--- src/hw/rtl/ptsv_pkg.sv ---
`timescale 1ns / 1ps
`default_nettype none

package ptsv_pkg;

   // width of the running message length counter
   localparam int LENGTH_WIDTH = 20;
   // width of the widest configuration register
   localparam int CSR_DATA_WIDTH = 20;
   localparam int CSR_INDEX_WIDTH = 2;

   localparam logic [7:0] FORMAT_VERSION = 8'd2;
   localparam logic [7:0] PREFIX_LEN_LIMIT = 8'd32;

   typedef enum logic [3:0] {
      KIND_VERSION,
      KIND_COUNT,
      KIND_NODE,
      KIND_KEY,
      KIND_HOP_COUNT,
      KIND_HOP,
      KIND_FLAGS,
      KIND_PREFIX_COUNT,
      KIND_PREFIX,
      KIND_PREFIX_LEN,
      KIND_SURPLUS,
      KIND_IGNORED
   } field_kind_type;

   typedef enum logic [3:0] {
      ERR_NONE,
      ERR_SHORT,
      ERR_TOO_LONG,
      ERR_BAD_VERSION,
      ERR_TOO_MANY_PEERS,
      ERR_TOO_MANY_HOPS,
      ERR_FLAGS_SET,
      ERR_TOO_MANY_PREFIXES,
      ERR_PREFIX_LEN,
      ERR_TRUNCATED,
      ERR_TRAILING
   } error_type;

   typedef enum logic [1:0] {
      VERDICT_BUSY,
      VERDICT_ACCEPT,
      VERDICT_REJECT
   } verdict_type;

   typedef struct packed {
      logic [15:0]               max_peers;
      logic [7:0]                max_hops;
      logic [7:0]                max_prefixes;
      logic [CSR_DATA_WIDTH-1:0] max_message_bytes;
   } limits_type;

   typedef struct packed {
      field_kind_type field_kind;
      logic [4:0]     byte_in_field;
      logic [15:0]    peer_number;
      logic [7:0]     sub_number;
      verdict_type    verdict;
      error_type      error_code;
      logic           message_end;
   } result_type;

   // number of bytes in a field of the given kind
   function automatic logic [5:0] field_length(input field_kind_type kind);
      logic [5:0] len;
      case (kind)
         KIND_COUNT:  len = 6'd2;
         KIND_NODE:   len = 6'd32;
         KIND_KEY:    len = 6'd32;
         KIND_HOP:    len = 6'd32;
         KIND_PREFIX: len = 6'd4;
         default:     len = 6'd1;
      endcase
      return len;
   endfunction

endpackage

`default_nettype wire

--- src/hw/rtl/peer_table_stream_validator.sv ---
`timescale 1ns / 1ps
`default_nettype none

// Peer-table message checker. Bytes enter on the req_ channel, one item per
// byte with req_final_byte on the last, and every byte gives exactly one
// rsp_ item naming its field, its place in the field, the peer and hop or
// prefix index, and a running verdict; the verdict on the item carrying
// rsp_message_end is final, after which the checker is ready for the next
// message. One byte is taken every clock cycle unless rsp_stall holds the
// pipeline; a byte is held in an input register, then parsed into a result
// register whose outputs drive the rsp_ ports; rsp_stall holds both stages.
// Limits are set through the csr_ write port (0 max peers, 1 max hops, 2 max
// prefixes, 3 max message bytes); they are to be written only between
// messages by the user, and the block itself does not enforce this.
module peer_table_stream_validator
   import ptsv_pkg::*;
(
   input  wire logic                       clock,
   input  wire logic                       reset,

   input  wire logic                       csr_write_enable,
   input  wire logic [CSR_INDEX_WIDTH-1:0] csr_index,
   input  wire logic [CSR_DATA_WIDTH-1:0]  csr_data,

   input  wire logic                       req_valid,
   output logic                            req_stall,
   input  wire logic [7:0]                 req_data_byte,
   input  wire logic                       req_final_byte,

   output logic                            rsp_valid,
   input  wire logic                       rsp_stall,
   output logic [3:0]                      rsp_field_kind,
   output logic [4:0]                      rsp_byte_in_field,
   output logic [15:0]                     rsp_peer_number,
   output logic [7:0]                      rsp_sub_number,
   output logic [1:0]                      rsp_verdict,
   output logic [3:0]                      rsp_error_code,
   output logic                            rsp_message_end
);

   limits_type limits;
   result_type result;
   result_type result_ff;

   logic       in_valid_ff, in_valid_in;
   logic [7:0] in_byte_ff;
   logic       in_final_ff;
   logic       out_valid_ff, out_valid_in;
   logic       advance;
   logic       req_take;

   ptsv_csr u_csr (
      .clock            (clock),
      .reset            (reset),
      .csr_write_enable (csr_write_enable),
      .csr_index        (csr_index),
      .csr_data         (csr_data),
      .limits           (limits)
   );

   ptsv_parser u_parser (
      .clock      (clock),
      .reset      (reset),
      .limits     (limits),
      .data_byte  (in_byte_ff),
      .final_byte (in_final_ff),
      .advance    (advance),
      .result     (result)
   );

   // pipeline flow: the held byte moves on when the result register is free
   assign advance = in_valid_ff && (!out_valid_ff || !rsp_stall);
   assign req_stall = in_valid_ff && !advance;
   assign req_take = req_valid && !req_stall;

   always_comb begin
      in_valid_in = in_valid_ff;
      if (req_take) begin
         in_valid_in = 1'b1;
      end else if (advance) begin
         in_valid_in = 1'b0;
      end

      out_valid_in = out_valid_ff;
      if (advance) begin
         out_valid_in = 1'b1;
      end else if (!rsp_stall) begin
         out_valid_in = 1'b0;
      end
   end

   // control state
   always_ff @(posedge clock) begin
      if (reset) begin
         in_valid_ff <= 1'b0;
         out_valid_ff <= 1'b0;
      end else begin
         in_valid_ff <= in_valid_in;
         out_valid_ff <= out_valid_in;
      end
   end

   // input and result payload registers
   always_ff @(posedge clock) begin
      if (req_take) begin
         in_byte_ff <= req_data_byte;
         in_final_ff <= req_final_byte;
      end
      if (advance) begin
         result_ff <= result;
      end
   end

   assign rsp_valid = out_valid_ff;
   assign rsp_field_kind = result_ff.field_kind;
   assign rsp_byte_in_field = result_ff.byte_in_field;
   assign rsp_peer_number = result_ff.peer_number;
   assign rsp_sub_number = result_ff.sub_number;
   assign rsp_verdict = result_ff.verdict;
   assign rsp_error_code = result_ff.error_code;
   assign rsp_message_end = result_ff.message_end;

endmodule

`default_nettype wire

--- src/hw/rtl/ptsv_csr.sv ---
`timescale 1ns / 1ps
`default_nettype none

module ptsv_csr
   import ptsv_pkg::*;
(
   input  wire logic                       clock,
   input  wire logic                       reset,
   input  wire logic                       csr_write_enable,
   input  wire logic [CSR_INDEX_WIDTH-1:0] csr_index,
   input  wire logic [CSR_DATA_WIDTH-1:0]  csr_data,
   output limits_type                      limits
);

   typedef enum logic [CSR_INDEX_WIDTH-1:0] {
      CSR_MAX_PEERS,
      CSR_MAX_HOPS,
      CSR_MAX_PREFIXES,
      CSR_MAX_MESSAGE_BYTES
   } csr_index_type;

   limits_type limits_ff;
   limits_type limits_in;

   // register write decode
   always_comb begin
      limits_in = limits_ff;
      if (csr_write_enable) begin
         case (csr_index_type'(csr_index))
            CSR_MAX_PEERS:         limits_in.max_peers = csr_data[15:0];
            CSR_MAX_HOPS:          limits_in.max_hops = csr_data[7:0];
            CSR_MAX_PREFIXES:      limits_in.max_prefixes = csr_data[7:0];
            CSR_MAX_MESSAGE_BYTES: limits_in.max_message_bytes = csr_data;
            default:               limits_in = limits_ff;
         endcase
      end
   end

   always_ff @(posedge clock) begin
      if (reset) begin
         limits_ff.max_peers <= 16'd256;
         limits_ff.max_hops <= 8'd8;
         limits_ff.max_prefixes <= 8'd16;
         limits_ff.max_message_bytes <= CSR_DATA_WIDTH'(65536);
      end else begin
         limits_ff <= limits_in;
      end
   end

   assign limits = limits_ff;

endmodule

`default_nettype wire

--- src/hw/rtl/ptsv_parser.sv ---
`timescale 1ns / 1ps
`default_nettype none

module ptsv_parser
   import ptsv_pkg::*;
(
   input  wire logic       clock,
   input  wire logic       reset,
   input  limits_type      limits,
   input  wire logic [7:0] data_byte,
   input  wire logic       final_byte,
   input  wire logic       advance,
   output result_type      result
);

   localparam int CMP_W =
      ((LENGTH_WIDTH > CSR_DATA_WIDTH) ? LENGTH_WIDTH : CSR_DATA_WIDTH) + 1;
   localparam logic [LENGTH_WIDTH-1:0] TOTAL_MAX = {LENGTH_WIDTH{1'b1}};

   field_kind_type          phase_ff, phase_in;
   logic [4:0]              fbc_ff, fbc_in;
   logic [15:0]             peers_left_ff, peers_left_in;
   logic [15:0]             peer_index_ff, peer_index_in;
   logic [7:0]              items_left_ff, items_left_in;
   logic [7:0]              item_index_ff, item_index_in;
   logic [7:0]              count_high_ff, count_high_in;
   logic [LENGTH_WIDTH-1:0] total_ff, total_in;
   error_type               err_latched_ff, err_latched_in;

   logic [5:0]       field_len;
   logic [4:0]       fbc_eff;
   logic             field_last;
   logic             too_long;
   logic [15:0]      peer_count;
   logic [15:0]      peers_dec;
   logic [7:0]       items_dec;
   error_type        err;
   result_type       res;

   // field position, wrapped if it ran past the field
   assign field_len = field_length(phase_ff);
   assign fbc_eff = ({1'b0, fbc_ff} >= field_len) ? 5'd0 : fbc_ff;
   assign field_last = (6'({1'b0, fbc_eff}) + 6'd1) >= field_len;

   // length limit check on the byte now arriving
   assign too_long = (CMP_W'(total_ff) + CMP_W'(1)) > CMP_W'(limits.max_message_bytes);

   assign peer_count = {count_high_ff, data_byte};
   assign peers_dec = peers_left_ff - 16'd1;
   assign items_dec = items_left_ff - 8'd1;

   // per-byte parse and state update
   always_comb begin
      phase_in = phase_ff;
      fbc_in = fbc_ff;
      peers_left_in = peers_left_ff;
      peer_index_in = peer_index_ff;
      items_left_in = items_left_ff;
      item_index_in = item_index_ff;
      count_high_in = count_high_ff;
      total_in = total_ff;
      err_latched_in = err_latched_ff;
      err = ERR_NONE;

      res = '0;
      res.message_end = final_byte;

      if (err_latched_ff != ERR_NONE) begin
         // absorb bytes until the end of the message
         res.field_kind = KIND_IGNORED;
         res.verdict = VERDICT_REJECT;
         res.error_code = err_latched_ff;
      end else begin
         res.field_kind = phase_ff;
         if (phase_ff != KIND_SURPLUS) begin
            res.byte_in_field = fbc_eff;
            if (phase_ff >= KIND_NODE) begin
               res.peer_number = peer_index_ff;
            end
            if (phase_ff == KIND_HOP || phase_ff == KIND_PREFIX ||
                phase_ff == KIND_PREFIX_LEN) begin
               res.sub_number = item_index_ff;
            end
         end

         if (total_ff != TOTAL_MAX) begin
            total_in = total_ff + LENGTH_WIDTH'(1);
         end

         if (too_long) begin
            err = ERR_TOO_LONG;
         end else if (phase_ff == KIND_SURPLUS) begin
            err = ERR_TRAILING;
         end else begin
            if (phase_ff == KIND_COUNT && fbc_eff == 5'd0) begin
               count_high_in = data_byte;
            end
            if (!field_last) begin
               fbc_in = fbc_eff + 5'd1;
            end else begin
               fbc_in = 5'd0;
               // last byte of a field: checks and phase step
               case (phase_ff)
                  KIND_VERSION: begin
                     if (data_byte != FORMAT_VERSION) begin
                        err = ERR_BAD_VERSION;
                     end else begin
                        phase_in = KIND_COUNT;
                     end
                  end
                  KIND_COUNT: begin
                     if (peer_count > limits.max_peers) begin
                        err = ERR_TOO_MANY_PEERS;
                     end else begin
                        peers_left_in = peer_count;
                        peer_index_in = 16'd0;
                        phase_in = (peer_count == 16'd0) ? KIND_SURPLUS : KIND_NODE;
                     end
                  end
                  KIND_NODE: phase_in = KIND_KEY;
                  KIND_KEY:  phase_in = KIND_HOP_COUNT;
                  KIND_HOP_COUNT: begin
                     if (data_byte > limits.max_hops) begin
                        err = ERR_TOO_MANY_HOPS;
                     end else begin
                        items_left_in = data_byte;
                        item_index_in = 8'd0;
                        phase_in = (data_byte == 8'd0) ? KIND_FLAGS : KIND_HOP;
                     end
                  end
                  KIND_HOP: begin
                     item_index_in = item_index_ff + 8'd1;
                     items_left_in = items_dec;
                     if (items_dec == 8'd0) begin
                        phase_in = KIND_FLAGS;
                     end
                  end
                  KIND_FLAGS: begin
                     if (data_byte != 8'd0) begin
                        err = ERR_FLAGS_SET;
                     end else begin
                        phase_in = KIND_PREFIX_COUNT;
                     end
                  end
                  KIND_PREFIX_COUNT: begin
                     if (data_byte > limits.max_prefixes) begin
                        err = ERR_TOO_MANY_PREFIXES;
                     end else begin
                        items_left_in = data_byte;
                        item_index_in = 8'd0;
                        if (data_byte == 8'd0) begin
                           peer_index_in = peer_index_ff + 16'd1;
                           peers_left_in = peers_dec;
                           phase_in = (peers_dec == 16'd0) ? KIND_SURPLUS : KIND_NODE;
                        end else begin
                           phase_in = KIND_PREFIX;
                        end
                     end
                  end
                  KIND_PREFIX: phase_in = KIND_PREFIX_LEN;
                  KIND_PREFIX_LEN: begin
                     if (data_byte > PREFIX_LEN_LIMIT) begin
                        err = ERR_PREFIX_LEN;
                     end else begin
                        item_index_in = item_index_ff + 8'd1;
                        items_left_in = items_dec;
                        if (items_dec == 8'd0) begin
                           peer_index_in = peer_index_ff + 16'd1;
                           peers_left_in = peers_dec;
                           phase_in = (peers_dec == 16'd0) ? KIND_SURPLUS : KIND_NODE;
                        end else begin
                           phase_in = KIND_PREFIX;
                        end
                     end
                  end
                  default: err = ERR_TRAILING;
               endcase
            end
         end

         // early end of the message
         if (err == ERR_NONE && final_byte && phase_in != KIND_SURPLUS) begin
            err = (phase_in == KIND_VERSION || phase_in == KIND_COUNT) ?
                  ERR_SHORT : ERR_TRUNCATED;
         end

         res.error_code = err;
         if (err != ERR_NONE) begin
            res.verdict = VERDICT_REJECT;
         end else if (final_byte) begin
            res.verdict = VERDICT_ACCEPT;
         end else begin
            res.verdict = VERDICT_BUSY;
         end
         err_latched_in = err;
      end

      // message end: back to the start state
      if (final_byte) begin
         phase_in = KIND_VERSION;
         fbc_in = 5'd0;
         peers_left_in = 16'd0;
         peer_index_in = 16'd0;
         items_left_in = 8'd0;
         item_index_in = 8'd0;
         count_high_in = 8'd0;
         total_in = '0;
         err_latched_in = ERR_NONE;
      end
   end

   always_ff @(posedge clock) begin
      if (reset) begin
         phase_ff <= KIND_VERSION;
         fbc_ff <= 5'd0;
         peers_left_ff <= 16'd0;
         peer_index_ff <= 16'd0;
         items_left_ff <= 8'd0;
         item_index_ff <= 8'd0;
         count_high_ff <= 8'd0;
         total_ff <= '0;
         err_latched_ff <= ERR_NONE;
      end else if (advance) begin
         phase_ff <= phase_in;
         fbc_ff <= fbc_in;
         peers_left_ff <= peers_left_in;
         peer_index_ff <= peer_index_in;
         items_left_ff <= items_left_in;
         item_index_ff <= item_index_in;
         count_high_ff <= count_high_in;
         total_ff <= total_in;
         err_latched_ff <= err_latched_in;
      end
   end

   assign result = res;

   // a latched error labels every byte as ignored
   a_ignored_after_error: assert property (@(posedge clock) disable iff (reset)
      err_latched_ff != ERR_NONE |-> res.field_kind == KIND_IGNORED)
      else $error("byte after error not marked ignored");

   // accept only on the final byte
   a_accept_on_final: assert property (@(posedge clock) disable iff (reset)
      res.verdict == VERDICT_ACCEPT |-> final_byte && res.error_code == ERR_NONE)
      else $error("accept verdict off the final byte");

   // rejection and error code go together
   a_reject_has_code: assert property (@(posedge clock) disable iff (reset)
      (res.verdict == VERDICT_REJECT) == (res.error_code != ERR_NONE))
      else $error("verdict and error code disagree");

   // final byte returns the parser to its start state
   a_clear_on_final: assert property (@(posedge clock) disable iff (reset)
      advance && final_byte |=>
         phase_ff == KIND_VERSION && total_ff == '0 && err_latched_ff == ERR_NONE)
      else $error("state not cleared after final byte");

endmodule

`default_nettype wire
--- config.mk ---
export PLATFORM = sky130hd
export DESIGN_NAME = peer_table_stream_validator
export DESIGN_NICKNAME = d
export VERILOG_FILES = /design/src/hw/rtl/ptsv_pkg.sv /design/src/hw/rtl/peer_table_stream_validator.sv /design/src/hw/rtl/ptsv_csr.sv /design/src/hw/rtl/ptsv_parser.sv
export SDC_FILE = /design/constraint.sdc
export NUM_CORES = 1
export LEC_CHECK = 0
export BUFFER_PORTS_ARGS = -buffer_cell sky130_fd_sc_hd__buf_2
export CAP_MARGIN = 20
export CORE_MARGIN = 8
export CORE_UTILIZATION = 35
export CTS_CLUSTER_DIAMETER = 150
export DETAILED_ROUTE_END_ITERATION = 6
export SLEW_MARGIN = 20
export SYNTH_ARGS = -nofsm -noshare
export SYNTH_HDL_FRONTEND = slang
export SYNTH_SLANG_ARGS = --single-unit
--- constraint.sdc ---
create_clock -name clock -period 12.05 [get_ports clock]
set_input_delay 0.6025 -clock clock [delete_from_list [all_inputs] [get_ports clock]]
set_output_delay 0.6025 -clock clock [all_outputs]
set_load 0.005 [all_outputs]
# ---- Word-level counts from Yosys, hierarchy flattened
# Index checks and enable logic that the tools add are counted.
dict set report word_totals {
  ff_bits 192
}
dict set report op_classes {
  n_addsub 8
  order_cmp 8
  eq_ne 28
  mux 96
  n_bitwise 3
  reduce_logical 48
}
# cell count
set op_table {}
lappend op_table {{16-bit two-way mux} 20}
lappend op_table {{8-bit two-way mux} 21}
lappend op_table {{4-bit two-way mux} 28}
lappend op_table {{16-bit case mux with 3 select lines} 2}
lappend op_table {{8-bit case mux with 4 select lines} 2}
lappend op_table {{20-bit two-way mux} 3}
lappend op_table {{4-bit case mux with 10 select lines} 1}
lappend op_table {{16-bit logical NOT} 2}
lappend op_table {{5-bit two-way mux} 6}
lappend op_table {{4-bit case mux with 7 select lines} 1}
lappend op_table {{20-bit by 1-bit adder with 21-bit output (second input constant)} 1}
lappend op_table {{21-bit by 20-bit > comparator with 1-bit output} 1}
lappend op_table {{20-bit by 1-bit adder with 20-bit output (second input constant)} 1}
lappend op_table {{20-bit inequality test (second input constant)} 1}
lappend op_table {{6-bit case mux with 3 select lines} 1}
lappend op_table {{16-bit by 1-bit adder with 16-bit output (second input constant)} 1}
lappend op_table {{4-bit by 3-bit equality test with 1-bit output (second input constant)} 4}
lappend op_table {{16-bit > comparator} 1}
lappend op_table {{8-bit > comparator} 2}
lappend op_table {{8-bit logical NOT} 2}
lappend op_table {{16-bit by 1-bit subtractor with 16-bit output (second input constant)} 1}
lappend op_table {{3-bit inequality test (second input constant)} 5}
lappend op_table {{4-bit equality test (second input constant)} 3}
lappend op_table {{4-bit logical NOT} 3}
lappend op_table {{other kinds (39)} 78}

# ---- Logic depth before layout (Yosys ltp)
dict set report logic_depth {
  depth_word 18
  depth_mapped 22
  depth_no_buf 20
}

# ---- Modules after synthesis
# From an unflattened synthesis, not the netlist that was laid out.
dict set report hier_totals {
  cells_unflattened 1298
  hier_area_um2 11157.0
}
# mod n_inst cells_per_inst area_each_um2 seq_area_each_um2
set modules_own_cells {}
lappend modules_own_cells {ptsv_parser 1 1040 7475.9 1781.7}
lappend modules_own_cells {ptsv_csr 1 199 2123.3 1041.0}
lappend modules_own_cells {peer_table_stream_validator 1 59 1557.7 1511.4}

# ---- Worst setup path before layout
# OpenSTA, ideal clock, no wires.
dict set report synth_timing {
  kind {register -> register}
  startpoint {register u_parser.phase_ff[0]}
  endpoint {register result_ff (netlist bit rsp_verdict[1]), data pin}
  setup_time_ns 0.282
  t_arrival_ns 4.232
  setup_slack_ns 7.536
  stages_incl_launch_ff 20
  n_path_buf 3
  cell_sequence {dfxtp_1 clkbuf_1 clkbuf_1 mux2i_1 o21ai_0 ha_1 nor2_1 a21oi_1 o41ai_4 nand2_1 ha_1 ha_1 a21o_1 a221o_1 a21oi_1 buf_6 nor2_1 a32oi_1 and4_1 o2111ai_1}
}
dict set report synth_between {
  elab_chain_cells 18
  elab_cells_between_ends 47
  cone_classes {add/sub (1); order compare (2); eq/ne (12); mux (22); reduce/logical (10)}
}
# item line_no
set synth_rtl {}
lappend synth_rtl {{from (decl)} ptsv_parser.sv:20} ;# field_kind_type phase_ff, phase_in;
lappend synth_rtl {{from (signal assigned)} ptsv_parser.sv:224} ;# phase_ff <= phase_in;
lappend synth_rtl {{4-bit by 2-bit equality test with 1-bit output / 4-bit by 3-bit equality test with 1-bit output (equally long branches)} {ptsv_pkg.sv:70, ptsv_parser.sv:103}}
lappend synth_rtl {{3-bit OR reduction (no line)} -}
lappend synth_rtl {{6-bit case mux with 3 select lines} ptsv_pkg.sv:70} ;# case (kind)
lappend synth_rtl {{5-bit by 6-bit >= comparator with 1-bit output} ptsv_parser.sv:42} ;# assign fbc_eff = ({1'b0, fbc_ff} >= field_len) ? 5'd0 : fbc_ff;
lappend synth_rtl {{5-bit two-way mux} ptsv_parser.sv:42}
lappend synth_rtl {{5-bit by 1-bit adder with 6-bit output} ptsv_parser.sv:43} ;# assign field_last = (6'({1'b0, fbc_eff}) + 6'd1) >= field_len;
lappend synth_rtl {{6-bit >= comparator} ptsv_parser.sv:43}
lappend synth_rtl {{4-bit two-way mux} ptsv_parser.sv:98} ;# if (!field_last) begin
lappend synth_rtl {{[... 2 more ...]} -}
lappend synth_rtl {{4-bit two-way mux} ptsv_parser.sv:68} ;# if (err_latched_ff != ERR_NONE) begin
lappend synth_rtl {{4-bit by 1-bit equality test with 1-bit output (tied with other cells)} ptsv_parser.sv:183} ;# err = (phase_in == KIND_VERSION || phase_in == KIND_COUNT) ?
lappend synth_rtl {{1-bit logical OR / 1-bit logical AND (equally long branches)} {ptsv_parser.sv:183, ptsv_parser.sv:182}}
lappend synth_rtl {{4-bit two-way mux / 1-bit logical AND (equally long branches)} {ptsv_parser.sv:183, ptsv_parser.sv:182}}
lappend synth_rtl {{4-bit two-way mux (*)} ptsv_parser.sv:182} ;# if (err == ERR_NONE && final_byte && phase_in != KIND_SURPLUS) begin
lappend synth_rtl {{4-bit two-way mux (*)} ptsv_parser.sv:68}
lappend synth_rtl {{4-bit nonzero test (*)} ptsv_parser.sv:188} ;# if (err != ERR_NONE) begin
lappend synth_rtl {{2-bit OR reduction (no line) (*)} -}
lappend synth_rtl {{to (signal assigned)} peer_table_stream_validator.sv:110} ;# result_ff <= result;
lappend synth_rtl {{to (decl)} peer_table_stream_validator.sv:43} ;# result_type result_ff;
# Mark *: on every way between the ends. The rest lies on a longest branch, timed or not. The select of a mux whose other input is x is not followed.
# A chain may end at the register's enable or synchronous reset.

# ---- Worst setup path in the final report
dict set report layout_timing {
  startpoint {register u_parser.phase_ff[2]}
  endpoint {register u_parser.peer_index_ff[8]}
}
dict set report layout_between {
  elab_chain_cells 9
  elab_cells_between_ends 29
  cone_classes {add/sub (1); order compare (2); eq/ne (14); mux (8); reduce/logical (4)}
}
# item line_no
set layout_rtl {}
lappend layout_rtl {{4-bit by 2-bit equality test with 1-bit output / 4-bit by 3-bit equality test with 1-bit output (equally long branches)} ptsv_pkg.sv:70}
lappend layout_rtl {{3-bit OR reduction (no line)} -}
lappend layout_rtl {{6-bit case mux with 3 select lines} ptsv_pkg.sv:70}
lappend layout_rtl {{5-bit by 6-bit >= comparator with 1-bit output} ptsv_parser.sv:42}
lappend layout_rtl {{5-bit two-way mux} ptsv_parser.sv:42}
lappend layout_rtl {{5-bit by 1-bit adder with 6-bit output} ptsv_parser.sv:43}
lappend layout_rtl {{6-bit >= comparator} ptsv_parser.sv:43}
lappend layout_rtl {{2-bit nonzero test (no line)} -}
lappend layout_rtl {{11-bit AND reduction (no line)} -}
lappend layout_rtl {{to (signal assigned)} ptsv_parser.sv:227} ;# peer_index_ff <= peer_index_in;
lappend layout_rtl {{to (decl)} ptsv_parser.sv:23} ;# logic [15:0] peer_index_ff, peer_index_in;
# Parallel ways exist; a longest one is shown, timed or not. The select of a mux whose other input is x is not followed.

==> out/summary.txt <==
====================================================================================================
Antenna diode instance count ..........................................................            0
Via density per instance ..............................................................         5.41
Initial cell density of the core ......................................................        35.6%
Power Density .........................................................................   113 nW/um2
Period utilization ....................................................................        49.1%
Comb pwr share ........................................................................         9.3%
Die Footprint .........................................................................    37100 um2
Clock-pin slew reported for the worst setup and hold paths after clock tree synthesis .      0.08 ns
Worst slack, placed ...................................................................      6.27 ns
Reported max-cap violation count ......................................................            0
Number of top-level design ports ......................................................           78
Number of enable flip-flop cells after synthesis ......................................           49
RSZ-0062 raised after global routing ..................................................        false
DRC viols .............................................................................            0
Clock network power share .............................................................        40.4%
Worst Hold Path Cells .................................................................            1
Status ................................................................................    completed
Mean instance size in the synthesized netlist .........................................     8.18 um2
Cell Rows .............................................................................           64
Ratio of cells with drive above 1 in the final layout .................................        10.5%
Maximum VDD drop ......................................................................   0.000105 V
Max H-tree Level ......................................................................            4
Iteration-0 DRC count of the detailed router ..........................................          897
Post-route antenna net violation count ................................................            0
Internal cell power ...................................................................       997 uW
Switching portion of total power ......................................................        27.5%
CTS tree ..............................................................................          yes
Global route overflow .................................................................            0
Sinks on the clock net ................................................................          192
End of the worst register-to-register path ............................................ u_parser.peer_index_ff[8]
FF-to-FF path depth ...................................................................           19
Filler Cells Inserted .................................................................         3148
Number of placed instances, taps included .............................................         1745
Number of optimization iterations in the first detailed-route pass ....................            5
Tightest Pin Transition ...............................................................      1.14 ns
Postcts setup bufs ....................................................................            0
Wire length of the first global-routing pass ..........................................      46.5 mm
Max transition margin .................................................................        24.2%
Sequential share of power .............................................................        50.3%
IO buf count ..........................................................................           77
Die height ............................................................................       193 um
Insertion delay to the later sink of the worst-skew pair ..............................      0.44 ns
Crit path launch type .................................................................         flop
Nets in the synthesized netlist .......................................................         1437
Count of vias placed by the detailed router ...........................................         9614
Routability-driven placement congestion ratio .........................................        0.855
Total wire length .....................................................................      28.8 mm
Total negative setup slack ............................................................         0 ns
FMAX ..................................................................................      169 MHz
Compound-cell area share of the yosys netlist .........................................        18.9%
Worst clock skew on the final layout ..................................................    0.0118 ns
Launching point of the worst reg2reg path ............................................. u_parser.phase_ff[2]
Min cycle time layout .................................................................      5.92 ns
Slack of the critical path ............................................................      6.13 ns
Total number of yosys warnings ........................................................            0
Net Switching .........................................................................       378 uW
Num CTS Buffers .......................................................................           17
Commonest register cell after synthesis ............................................... sky130_fd_sc_hd__dfxtp_1
Number of distinct library cell variants in the gate-level netlist after synthesis ....           77
Total routing usage reported by global routing ........................................        15.4%
Post-detailed-placement half-perimeter wirelength .....................................      20.0 mm
Main combinational cell family by area after synthesis ................................ simple AND/OR/NAND/NOR gates
Die extent in x .......................................................................       193 um
Antenna violations before repair ......................................................            0
Share of flip-flops with an asynchronous set or reset after synthesis .................           0%
Worst EP arrival ......................................................................      6.23 ns
Nets ..................................................................................         1473
Fraction of synthesized cell area in xor and xnor cells ...............................        2.81%
Number of pins with negative max-slew slack in the final report .......................            0
Synthesized cell area .................................................................    10900 um2
Most common cell after layout, fill and taps aside .................................... sky130_fd_sc_hd__nand2_1
Placeable core region .................................................................    30700 um2
Worst-path fanout max .................................................................           44
Simple-Gate Fraction of Synth Area ....................................................        24.9%
Quantity of hold-fixing buffers added after cts .......................................            0
Hold_sp ............................................................................... req_data_byte[7]
Detailed-route wire length per cell ...................................................      16.2 um
Number of global-route vias before repair .............................................         9059
Number of standard cells in the layout, taps in and fillers out .......................         1778
Largest net degree at the start of global routing .....................................          100
Number of buffers on the longest clock path ...........................................            2
Sink of the worst hold path ........................................................... in_byte_ff[7]
Area growth syn-to-layout .............................................................        11.5%
Worst reg-to-reg setup slack ..........................................................      6.13 ns
Commonest cells after routing, fill and taps aside .................................... sky130_fd_sc_hd__nand2_1, sky130_fd_sc_hd__a21oi_1, sky130_fd_sc_hd__dfxtp_1
#FFs+latches synth ....................................................................          192
Class of the tightest hold or removal check ........................................... input pin to flop
Type of the setup path with the least slack ........................................... flop to flop
Setup violation total in the final timing report ......................................            0
Total count of hold-check failures in the final report ................................            0
Master cell of the clock root buffer .................................................. sky130_fd_sc_hd__clkbuf_16
Proportion of synthesized chip area in sequential cells ...............................        39.7%
Adder-cell share of the synthesized area ..............................................        7.80%
Portion of netlist area occupied by mux cells .........................................       0.929%
Post-synthesis cell count .............................................................         1333
Critical path endpoint category .......................................................         flop
Number of resized instances in the post-cts repair step ...............................            0
Worst EP required .....................................................................     12.36 ns
Leakage power .........................................................................      4.61 nW
====================================================================================================
==> flip-flops by register name (all words and copies together) (netlist names), 5 cells and up <==
signal and count:
u_parser.items_left_ff 8, u_parser.total_ff 20, u_parser.peer_index_ff 16, u_parser.fbc_ff 5, u_parser.peers_left_ff 16, rsp_peer_number 16, u_parser.count_high_ff 8, rsp_sub_number 8
u_parser.item_index_ff 8, u_csr.limits 52, rsp_byte_in_field 5, in_byte_ff 8
==> how the worst max path moves through the flow <==
| stage | start | endpoint | slack [ns] |
|---|---|---|---|
| after floorplan | u_parser.phase_ff[0] | rsp_verdict[1] | 7.54 |
| after global placement | u_parser.phase_ff[2] | u_parser.peers_left_ff[0] | 6.48 |
| after detailed placement | u_parser.phase_ff[2] | u_parser.peers_left_ff[0] | 6.27 |
| after CTS | u_parser.phase_ff[2] | u_parser.peers_left_ff[0] | 6.25 |
| after global routing | u_parser.phase_ff[2] | u_parser.peer_index_ff[10] | 5.73 |
| final | u_parser.phase_ff[2] | u_parser.peer_index_ff[8] | 6.13 |
==> routing by layer <==
metal / global-route usage (%) / part of all wire [%]
met4: 5.14 / 1.4
met5: 0 / 0
met3: 2.73 / 5.1
met2: 25.1 / 46
met1: 20.4 / 48
==> final cells by class <==
cell class              instances  area, um2  area share, %
clock inverters                13        119          0.978
multi-input cells            1005       6060           49.8
repair buffers                 87        470           3.87
flip-flops and latches        192       4330           35.7
inverters                      66        248           2.04
clock buffers                  19        433           3.56
well taps                     396        495           4.08
==> logic make-up (layout without fill, tap and decap cells) <==
kind of cell / count (synthesis) / in the layout
AND/OR/NAND/NOR: 549 / 549
AO/OA/AOI/OAI: 343 / 343
flip-flops: 192 / 192
buffers and inverters: 136 / 185
adder cells (fa/ha/maj): 68 / 68
XOR/XNOR: 35 / 35
multiplexers: 10 / 10
==> worst max-delay path: stages, from the launching register on <==
cell and delay [ns]:
sky130_fd_sc_hd__dfxtp_1 0.76, sky130_fd_sc_hd__nand2b_1 0.36, sky130_fd_sc_hd__mux2i_1 0.11, sky130_fd_sc_hd__o21ai_0 0.30
sky130_fd_sc_hd__ha_1 0.30, sky130_fd_sc_hd__nor2_1 0.11, sky130_fd_sc_hd__a21oi_1 0.11, sky130_fd_sc_hd__o41ai_4 0.40
sky130_fd_sc_hd__nand2_1 0.21, sky130_fd_sc_hd__ha_1 0.36, sky130_fd_sc_hd__ha_1 0.29, sky130_fd_sc_hd__a21o_1 0.16
sky130_fd_sc_hd__a221o_1 0.34, sky130_fd_sc_hd__a21oi_1 0.70, sky130_fd_sc_hd__nor3_1 0.23, sky130_fd_sc_hd__a22oi_2 0.17
sky130_fd_sc_hd__buf_4 0.40, sky130_fd_sc_hd__nor2_2 0.20, sky130_fd_sc_hd__nand3b_1 0.16, sky130_fd_sc_hd__a21oi_1 0.07
==> power by group through the flow <==
stage / logic, mW / registers, mW / clock network [mW]
floorplan: 0.0852 / 0.701 / 0
global placement: 0.125 / 0.707 / 0
detailed placement: 0.127 / 0.707 / 0
CTS: 0.128 / 0.692 / 0.568
global route: 0.145 / 0.693 / 0.590
finish: 0.128 / 0.691 / 0.555
==> synthesized netlist by cell type (4+ instances only) <==
cell type	number	share of area [%]
sky130_fd_sc_hd__o21ai_0	86	3.9
sky130_fd_sc_hd__nand4b_1	4	0.32
sky130_fd_sc_hd__nand3_1	43	2.0
sky130_fd_sc_hd__nor3b_1	4	0.28
sky130_fd_sc_hd__nor3_1	26	1.2
sky130_fd_sc_hd__dfxtp_1	143	26
sky130_fd_sc_hd__o211ai_1	5	0.34
sky130_fd_sc_hd__mux2i_1	9	0.83
sky130_fd_sc_hd__a22oi_1	17	1.2
sky130_fd_sc_hd__a211oi_1	5	0.34
sky130_fd_sc_hd__nand2b_1	8	0.46
sky130_fd_sc_hd__nand2_1	165	5.7
sky130_fd_sc_hd__clkbuf_1	59	2.0
sky130_fd_sc_hd__xor2_1	18	1.4
sky130_fd_sc_hd__nor2_1	134	4.6
sky130_fd_sc_hd__and3_1	25	1.4
sky130_fd_sc_hd__ha_1	68	7.8
sky130_fd_sc_hd__a22o_1	4	0.32
sky130_fd_sc_hd__nand4_1	30	1.7
sky130_fd_sc_hd__o22ai_1	5	0.29
sky130_fd_sc_hd__or2_2	4	0.23
sky130_fd_sc_hd__a21oi_1	153	7.0
sky130_fd_sc_hd__nor4_1	6	0.34
sky130_fd_sc_hd__a2111oi_0	8	0.64
sky130_fd_sc_hd__and2_1	29	1.7
sky130_fd_sc_hd__a21o_1	12	0.83
sky130_fd_sc_hd__xnor2_1	17	1.4
sky130_fd_sc_hd__or3_1	10	0.57
sky130_fd_sc_hd__a31oi_1	9	0.52
sky130_fd_sc_hd__edfxtp_1	49	13
sky130_fd_sc_hd__nand3b_1	26	1.8
sky130_fd_sc_hd__inv_1	65	2.2
sky130_fd_sc_hd__nor2b_1	16	0.92
sky130_fd_sc_hd__buf_2	6	0.28
==> stage by stage <==
stage / total power [mW] / cell area (um2) / util (%) / hold WS (ns)
floorplan: 0.786 / 10900 / - / 0.424
global placement: 0.832 / 11600 / 37.8 / 0.443
detailed placement: 0.834 / 11600 / 37.8 / 0.447
CTS: 1.39 / 12100 / 39.6 / 0.312
global route: 1.43 / 12200 / 39.6 / 0.310
finish: 1.37 / 12200 / 39.6 / 0.330
Note: power is estimated with default switching activity, not from simulation.
